==> config.mk <==
export PLATFORM = sky130hd
export DESIGN_NAME = sync_type_length_deframer_unit
export DESIGN_NICKNAME = d
export VERILOG_FILES = /design/src/stld_pkg.sv /design/src/sync_type_length_deframer_unit.sv
export SDC_FILE = /design/constraint.sdc
export NUM_CORES = 1
export LEC_CHECK = 0
export BUFFER_PORTS_ARGS = -buffer_cell sky130_fd_sc_hd__buf_2
export CORE_MARGIN = 4
export CORE_UTILIZATION = 35
export CTS_BUF_LIST = sky130_fd_sc_hd__clkbuf_4 sky130_fd_sc_hd__clkbuf_8
export DETAILED_ROUTE_END_ITERATION = 8
export PLACE_DENSITY = 0.59
export SYNTH_ARGS = -nofsm -noshare
export SYNTH_HDL_FRONTEND = slang
export SYNTH_SLANG_ARGS = --single-unit
==> constraint.sdc <==
create_clock -name clk -period 9.3 [get_ports clk]
set_input_delay 1.86 -clock clk [delete_from_list [all_inputs] [get_ports clk]]
set_output_delay 1.86 -clock clk [all_outputs]
set_load 0.02 [all_outputs]
==> src/stld_pkg.sv <==
package stld_pkg;

	// little-endian length field size in bytes, 1 to 4
	localparam int LEN_BYTES = 4;
	localparam int CNT_W     = 3;
	localparam int CFG_AW    = 3;
	localparam logic [31:0] SYNC_WORD_RESET = 32'h524B_444D;

	// word index taken from paddr[2]
	localparam logic REG_SYNC_WORD = 1'b0;

	typedef enum logic [6:0] {
		PH_SYNC0 = 7'b000_0001,
		PH_SYNC1 = 7'b000_0010,
		PH_SYNC2 = 7'b000_0100,
		PH_SYNC3 = 7'b000_1000,
		PH_TYPE  = 7'b001_0000,
		PH_LEN   = 7'b010_0000,
		PH_DATA  = 7'b100_0000
	} phase_t;

endpackage

==> src/sync_type_length_deframer_unit.sv <==
// an accepted byte is held in the input register, then its item in the result register
// throughput: one item per cycle, set by the single input register and result register
// a stalled output only blocks input once the input register is also full
// reset (arst_n low, asynchronous): hunt restarts at the first sync byte,
// sync_word returns to 0x524B444D, both pipeline registers empty
module sync_type_length_deframer_unit (
	input  logic                          clk,
	input  logic                          arst_n,
	input  logic                          psel,
	input  logic                          penable,
	input  logic                          pwrite,
	input  logic [stld_pkg::CFG_AW-1:0]   paddr,
	input  logic [31:0]                   pwdata,
	output logic [31:0]                   prdata,
	output logic                          pready,
	input  logic                          in_valid,
	output logic                          in_ready,
	input  logic [7:0]                    rx_byte,
	output logic                          out_valid,
	input  logic                          out_ready,
	output logic [7:0]                    payload_byte,
	output logic [7:0]                    frame_type,
	output logic                          is_last,
	output logic                          empty_frame
);
	import stld_pkg::*;

	logic [31:0]      sync_word_q;
	phase_t           phase_q, phase_d;
	logic [7:0]       held_type_q, held_type_d;
	logic [31:0]      frame_length_q, frame_length_d;
	logic [CNT_W-1:0] len_seen_q, len_seen_d;
	logic [31:0]      payload_count_q, payload_count_d;

	logic             valid_s1;
	logic [7:0]       byte_s1;
	logic             advance;

	logic             out_valid_s2;
	logic [7:0]       payload_s2;
	logic [7:0]       type_s2;
	logic             last_s2;
	logic             empty_s2;

	logic             res_valid;
	logic [7:0]       res_byte;
	logic             res_last;
	logic             res_empty;
	logic [31:0]      len_acc;
	logic [CNT_W-1:0] len_seen_inc;
	logic [31:0]      count_inc;

	// config port
	assign pready = 1'b1;
	assign prdata = (paddr[2] == REG_SYNC_WORD) ? sync_word_q : 32'd0;

	always_ff @(posedge clk or negedge arst_n) begin
		if (!arst_n) begin
			sync_word_q <= SYNC_WORD_RESET;
		end else if (psel && penable && pwrite && paddr[2] == REG_SYNC_WORD) begin
			sync_word_q <= pwdata;
		end
	end

	// handshake
	assign advance  = valid_s1 && (!out_valid_s2 || out_ready);
	assign in_ready = !valid_s1 || advance;

	always_ff @(posedge clk or negedge arst_n) begin
		if (!arst_n) begin
			valid_s1 <= 1'b0;
		end else if (in_ready) begin
			valid_s1 <= in_valid;
		end
	end

	always_ff @(posedge clk) begin
		if (in_valid && in_ready) begin
			byte_s1 <= rx_byte;
		end
	end

	// frame parsing
	assign len_acc      = frame_length_q | (32'(byte_s1) << {len_seen_q[1:0], 3'b000});
	assign len_seen_inc = len_seen_q + CNT_W'(1);
	assign count_inc    = payload_count_q + 32'd1;

	always_comb begin
		phase_d         = phase_q;
		held_type_d     = held_type_q;
		frame_length_d  = frame_length_q;
		len_seen_d      = len_seen_q;
		payload_count_d = payload_count_q;
		res_valid       = 1'b0;
		res_byte        = 8'd0;
		res_last        = 1'b0;
		res_empty       = 1'b0;
		unique case (phase_q)
			PH_SYNC1: begin
				phase_d = (byte_s1 == sync_word_q[23:16]) ? PH_SYNC2 : PH_SYNC0;
			end
			PH_SYNC2: begin
				phase_d = (byte_s1 == sync_word_q[15:8]) ? PH_SYNC3 : PH_SYNC0;
			end
			PH_SYNC3: begin
				phase_d = (byte_s1 == sync_word_q[7:0]) ? PH_TYPE : PH_SYNC0;
			end
			PH_TYPE: begin
				held_type_d    = byte_s1;
				frame_length_d = 32'd0;
				len_seen_d     = '0;
				phase_d        = PH_LEN;
			end
			PH_LEN: begin
				frame_length_d = len_acc;
				len_seen_d     = len_seen_inc;
				if (len_seen_inc >= CNT_W'(LEN_BYTES)) begin
					if (len_acc == 32'd0) begin
						phase_d   = PH_SYNC0;
						res_valid = 1'b1;
						res_last  = 1'b1;
						res_empty = 1'b1;
					end else begin
						payload_count_d = 32'd0;
						phase_d         = PH_DATA;
					end
				end
			end
			PH_DATA: begin
				payload_count_d = count_inc;
				res_valid       = 1'b1;
				res_byte        = byte_s1;
				if (count_inc == frame_length_q) begin
					res_last = 1'b1;
					phase_d  = PH_SYNC0;
				end
			end
			default: begin
				// first sync byte, also any stray code
				phase_d = (byte_s1 == sync_word_q[31:24]) ? PH_SYNC1 : PH_SYNC0;
			end
		endcase
	end

	always_ff @(posedge clk or negedge arst_n) begin
		if (!arst_n) begin
			phase_q         <= PH_SYNC0;
			held_type_q     <= 8'd0;
			frame_length_q  <= 32'd0;
			len_seen_q      <= '0;
			payload_count_q <= 32'd0;
		end else if (advance) begin
			phase_q         <= phase_d;
			held_type_q     <= held_type_d;
			frame_length_q  <= frame_length_d;
			len_seen_q      <= len_seen_d;
			payload_count_q <= payload_count_d;
		end
	end

	// result register
	always_ff @(posedge clk or negedge arst_n) begin
		if (!arst_n) begin
			out_valid_s2 <= 1'b0;
		end else if (advance) begin
			out_valid_s2 <= res_valid;
		end else if (out_ready) begin
			out_valid_s2 <= 1'b0;
		end
	end

	always_ff @(posedge clk) begin
		if (advance && res_valid) begin
			payload_s2 <= res_byte;
			type_s2    <= held_type_q;
			last_s2    <= res_last;
			empty_s2   <= res_empty;
		end
	end

	assign out_valid    = out_valid_s2;
	assign payload_byte = payload_s2;
	assign frame_type   = type_s2;
	assign is_last      = last_s2;
	assign empty_frame  = empty_s2;

endmodule

==> impl_metrics.yaml, run 1 <==
logic_synthesis:
  post_synth_num_cell_types: 67
  synth_xor_xnor_area_share: 0.0811
  largest_family_of_logic_cells_by_synthesized_area: "simple AND/OR/NAND/NOR gates"
  synth_seq_area_share: 0.476
  yosys_most_used_dff: "sky130_fd_sc_hd__dfrtp_1"
  synth_fp_nets: 813
  fraction_of_registers_with_async_set_or_reset_after_synthesis: 0.817
  synth_edf_count: 26
  yosys.area_share.simple: 0.204
  yosys.area_share.adder: 0.00322
  muxShareOfSynthArea: 0.0593
  post_synth_instance_area_um2: 7780
  synthesis.area_per_instance_um2: 10.2
  synth.yosys.warnings: 0
  syn_inst: 761
  synth-seq-cells: 142
  synth_area_in_compound_gates: 0.144
clock_tree:
  cts.path.max_buffers: 2
  cts_htree_levels: 4
  clock_tree.root_cell: "sky130_fd_sc_hd__clkbuf_8"
  clock_sink_total: 142
  cts_tree: "yes"
  cts.repair.resized: 0
  cts.clk_slew.worst_paths_ps: 100
  cts_post_setup_buffers_inserted: 0
  tritoncts.num_buffers: 17
  clk-insertion-delay-late_ps: 470
  cts_hold_buffers: 0
setup_path:
  reg2regPathDepth: 8
  timing.critical_path.max_delay_family: "buffers and inverters"
  critical_path.reg2reg.startpoint: "payload_count_q[0]"
  timing.critical_path.required_ps: 7440
  worst_setup_path_end_kind: "primary output"
  cp-start-kind: "primary input"
  worstPathMaxFanout: 33
  r2r_setup_slack_ps: 5450
  path_cells: "buf_2 -> nor2b_1 -> buf_2"
  critical_path_depth: 3
  cp.buffers_inverters: 2
  worstSetupPathType: "primary input to primary output"
  timing.rr.end: "is_last"
  critical_path_arrival_ps: 2630
  critical-path-top-cell-by-count: "sky130_fd_sc_hd__buf_2"
  critical_path.slowest_cell: "sky130_fd_sc_hd__buf_2"
  worst_path_largest_cell_delay_ps: 460
job:
  max-cap-violations: 0
global_route:
  grt_usage: 0.171
  via_count_of_the_first_global_routing_pass: 6096
  grt_first_pass_wirelength_mm: 33.1
  grt_start_max_net_pins: 69
  antenna_found_initial: 0
  leftover_overflow_at_the_end_of_global_routing: 0
cells_and_area:
  layout-drive-gt1-share: 0.249
  final_cell_mix: "102 x sky130_fd_sc_hd__dfrtp_1, 98 x sky130_fd_sc_hd__buf_2, 57 x sky130_fd_sc_hd__o21ai_0"
  diodes: 0
  areaGrowthSynthToFinish_pct: 14.6
  final_net_count: 891
  layout.cells.most_common: "sky130_fd_sc_hd__dfrtp_1"
die:
  initial_core_util: 0.356
  core-area_um2: 21800
  die_outline_area_um2: 24700
  top_level_ports: 103
  floorplan.rows: 54
  floorplan.die.height_um: 157
  dieWidth_um: 157
detailed_routing:
  route.vias.total: 6144
  drt-vias-per-instance: 5.43
  wl_mm: 20.5
  detail_route.drc_violations: 0
  drt-pass1-iter-count: 5
  first_iter_violations: 355
  post_drt_wl_per_cell_um: 18.1
  drt.antenna.violating_nets: 0
power_and_ir_drop:
  irDropWorstVdd_uv: 93.3
  p_leak_nw: 3.90
  power.total_mw: 1.39
  power.density_cell_area_nw_per_um2: 156
worst_hold_path:
  worst_hold_startpoint: "held_type_q[6]"
  worst_hold_path.num_cells: 0
  holdCritPathClass: "flip-flop to flip-flop"
  worst_hold_path.endpoint: "frame_type[6]"
timing:
  max_freq_mhz: 223
  grt_setup_unrepaired: "no"
  layout_worst_path_cycle_share: 0.482
  slew-limit-headroom: 0.233
  setup_violations: 0
  setup_tns_ps: 0
  timing_max_transition_violations_final: 0
  worst_case_hold_slack_ps: 451
  hold_viol: 0
  final_period_minus_worst_setup_slack_ps: 4490
  worst_pin_slew_ps: 1140
  fin_skew_ps: 15.8
outcome:
  status: "complete, no violations"
place:
  io_buffers: 99
  detailed_place_hpwl_mm: 14.0
  globalplace.congestion: 0.893
metal layers:
metal	track usage	part of all wire	up-vias
met2	0.270	0.46	182
met1	0.233	0.47	2995
li1	-	-	2944
met3	0.0489	0.060	23
met4	0.0422	0.011	0
met5	0	0	-
Yosys cell counts (5+ instances only):
cell	instances	area (um^2)
sky130_fd_sc_hd__or3_1	12	75.1
sky130_fd_sc_hd__and3_1	9	56.3
sky130_fd_sc_hd__and2_1	22	138
sky130_fd_sc_hd__nand4_1	21	131
sky130_fd_sc_hd__nor4_1	26	163
sky130_fd_sc_hd__mux2_2	41	462
sky130_fd_sc_hd__a211oi_1	5	37.5
sky130_fd_sc_hd__nand3_1	13	65.1
sky130_fd_sc_hd__o21ai_0	57	285
sky130_fd_sc_hd__nor3_1	16	80.1
sky130_fd_sc_hd__nor2b_1	39	244
sky130_fd_sc_hd__xor2_1	22	193
sky130_fd_sc_hd__o31ai_1	16	120
sky130_fd_sc_hd__nand2b_1	8	50.1
sky130_fd_sc_hd__o211ai_1	6	45.0
sky130_fd_sc_hd__dfstp_2	14	368
sky130_fd_sc_hd__xnor2_1	50	438
sky130_fd_sc_hd__nor2_1	42	158
sky130_fd_sc_hd__a22o_1	34	298
sky130_fd_sc_hd__nand2_1	43	161
sky130_fd_sc_hd__a31oi_1	5	31.3
sky130_fd_sc_hd__a21oi_1	10	50.1
sky130_fd_sc_hd__inv_1	10	37.5
sky130_fd_sc_hd__buf_2	6	30.0
sky130_fd_sc_hd__edfxtp_1	26	781
sky130_fd_sc_hd__dfrtp_1	102	2550
sky130_fd_sc_hd__clkbuf_1	39	146
flip-flops by register name (all words and copies together), names as in the netlist:
| name | count |
|---|---|
| byte_s1 | 8 |
| empty_frame | 1 |
| frame_length_q | 32 |
| frame_type | 8 |
| held_type_q | 8 |
| is_last | 1 |
| len_seen_q | 3 |
| out_valid | 1 |
| payload_byte | 8 |
| payload_count_q | 32 |
| phase_q | 7 |
| sync_word_q | 32 |
| valid_s1 | 1 |
how the worst max path moves through the flow:
stage | start | to
5_1_grt | paddr[2] | prdata[17]
6_report | paddr[2] | prdata[14]
2_1_floorplan | paddr[2] | prdata[10]
3_3_place_gp | paddr[2] | prdata[0]
3_5_place_dp | paddr[2] | prdata[31]
4_1_cts | paddr[2] | prdata[31]
worst reg2reg max path: stages, from the launching register on:
cell and delay [ps]:
sky130_fd_sc_hd__dfrtp_1 470, sky130_fd_sc_hd__ha_1 270, sky130_fd_sc_hd__nand3_1 360, sky130_fd_sc_hd__or4_4 760, sky130_fd_sc_hd__nor3_1 430, sky130_fd_sc_hd__o21ai_0 120, sky130_fd_sc_hd__or3_1 400, sky130_fd_sc_hd__or4_1 570
sky130_fd_sc_hd__o31ai_2 310
cell families after synthesis:
group	after synthesis
simple gates	280
compound gates	163
flops	142
xor+xnor	72
buf+inv	60
mux	41
fa+ha+maj	2
other cells	1
layout make-up:
class | count | area (um^2)
inverters | 10 | 37.5
clock inverters | 15 | 186
flip-flops and latches | 142 | 3700
multi-input cells | 559 | 3830
fillers | 2150 | 12900
clock buffers | 17 | 234
repair buffers | 109 | 573
well taps | 280 | 350
metrics by stage:
stage          setup WS [ps]  std cells   util  cell area (um^2)
2_1_floorplan           5070        761      -              7780
3_3_place_gp            4880       1100  0.389              8500
3_5_place_dp            4810       1100  0.389              8500
4_1_cts                 4800       1132  0.409              8920
5_1_grt                 4720       1132  0.409              8920
6_report                4810       1132  0.409              8920
power by group:
group	switching, mW	leakage (nW)	internal [mW]
registers	0.0398	1.82	0.676
logic	0.0805	1.86	0.0825
clock network	0.303	0.210	0.208
total	0.423	3.90	0.966
Power figures use the tool's default switching activity.
==> run 2: changes to the inputs <==
==> constraint.sdc (replaced) <==
create_clock -name clk -period 4.6 [get_ports clk]
set_input_delay 0.92 -clock clk [delete_from_list [all_inputs] [get_ports clk]]
set_output_delay 0.92 -clock clk [all_outputs]
set_load 0.02 [all_outputs]
==> impl_metrics.yaml, run 2 (synthesis results as in run 1) <==
cells_and_area:
  diodes: 0
  layout-drive-gt1-share: 0.253
  num-fill-cells: 2113
  reg.largest.list: "frame_length_q x32, payload_count_q x32, sync_word_q x32"
  layout.cells.most_common: "sky130_fd_sc_hd__dfrtp_1"
  final_net_count: 897
  final_cell_mix: "102 x sky130_fd_sc_hd__dfrtp_1, 98 x sky130_fd_sc_hd__buf_2, 57 x sky130_fd_sc_hd__o21ai_0"
  regArea_um2: 3700
  combined_area_of_the_multi_input_logic_cells_um2: 3830
  areaGrowthSynthToFinish_pct: 15.2
outcome:
  status: "complete, no violations"
global_route:
  antenna_found_initial: 0
  grt_start_max_net_pins: 78
  grt_usage: 0.172
  leftover_overflow_at_the_end_of_global_routing: 0
  grt_first_pass_wirelength_mm: 33.4
  via_count_of_the_first_global_routing_pass: 6003
detailed_routing:
  post_drt_wl_per_cell_um: 18.1
  wl_mm: 20.6
  drt-vias-per-instance: 5.42
  drt.antenna.violating_nets: 0
  drt-pass1-iter-count: 5
  first_iter_violations: 484
  detail_route.drc_violations: 0
  route.vias.total: 6169
setup_path:
  timing.critical_path.required_ps: 4870
  critical_path.slowest_cell: "sky130_fd_sc_hd__or4_4"
  worstSetupPathType: "flip-flop to flip-flop"
  worst_path_largest_cell_delay_ps: 800
  worstPathMaxFanout: 13
  critical_path_arrival_ps: 3950
  cp-start-kind: "flip-flop"
  path_cells: "nand4_1 -> or4_4 -> nor3_1 -> o22ai_1 -> or3_1 -> or4_1 -> o31ai_2"
  worst_setup_path_end_kind: "flip-flop"
timing:
  setup_tns_ps: 0
  slew-limit-headroom: 0.326
  timing_max_transition_violations_final: 0
  final_period_minus_worst_setup_slack_ps: 3670
  worst_pin_slew_ps: 1000
  max_freq_mhz: 272
  layout_worst_path_cycle_share: 0.798
  setup_violations: 0
  fin_skew_ps: 18.7
  grt_setup_unrepaired: "no"
  hold_viol: 0
die:
  initial_core_util: 0.356
  floorplan.die.height_um: 157
  floorplan.rows: 54
  die_outline_area_um2: 24700
  core-area_um2: 21800
  dieWidth_um: 157
  top_level_ports: 103
power_and_ir_drop:
  p_leak_nw: 3.92
  power.total_mw: 2.86
  irDropWorstVdd_uv: 220
  power.density_cell_area_nw_per_um2: 320
clock_tree:
  cts.clk_slew.worst_paths_ps: 100
  cts_post_setup_buffers_inserted: 0
  cts_hold_buffers: 0
  cts_htree_levels: 4
  cts_tree: "yes"
  clock_sink_total: 142
  clk-insertion-delay-late_ps: 450
  clock_tree.root_cell: "sky130_fd_sc_hd__clkbuf_8"
  tritoncts.num_buffers: 17
  cts.path.max_buffers: 2
  cts.repair.resized: 0
place:
  globalplace.congestion: 0.874
  io_buffers: 99
  detailed_place_hpwl_mm: 14.2
worst_hold_path:
  holdCritPathClass: "flip-flop to flip-flop"
job:
  max-cap-violations: 0
[run 2: final timing paths]
kind / to / slack [ps] / start / cells past startpoint
worst min-delay path: frame_type[2] / 450 / held_type_q[2] / 0
min in group asynchronous: payload_count_q[1] / 610 / arst_n / 1
worst min register to register: frame_type[2] / 450 / held_type_q[2] / 0
worst max-delay path: is_last / 930 / payload_count_q[4] / 7
max in group asynchronous: payload_count_q[21] / 3120 / arst_n / 2
worst max register to register: is_last / 930 / payload_count_q[4] / 7
[run 2: final cells by class]
| class | count | share of cell area |
|---|---|---|
| Clock buffer | 17 | 0.0261 |
| Clock inverter | 15 | 0.0214 |
| Inverter | 10 | 0.00419 |
| Multi-Input combinational cell | 559 | 0.427 |
| Sequential cell | 142 | 0.413 |
| Tap cell | 280 | 0.0391 |
| Timing Repair Buffer | 115 | 0.0690 |
[run 2: metrics by stage]
stage               area, um^2  std cells  worst slack (ps)  utilization  hold WS [ps]
floorplan                 7780        761              1690            -           419
finish                    8960       1138               929        0.411           452
global placement          8540       1106              1050        0.391           423
CTS                       8960       1138               964        0.411           455
global route              8960       1138               751        0.411           472
detailed placement        8540       1106               988        0.391           430
[run 2: power by group]
part           leakage (nW)  total [mW]  internal (mW)  switching, mW
Clock                 0.210        1.08          0.512          0.572
Combinational          1.89       0.349          0.171          0.178
Sequential             1.82        1.43           1.37         0.0652
Total                  3.92        2.86           2.05          0.815
[run 2: per-layer routing]
metal | global-route usage | share of wire
met1 | 0.249 | 0.48
met2 | 0.257 | 0.44
met3 | 0.0404 | 0.058
met4 | 0.0496 | 0.021
met5 | 0 | 0
[run 2: worst max-delay path, delay by kind of cell (launching register included)]
family	cells	cell delay [ps]
flops	1	550
compound gates	2	380
simple gates	5	2560
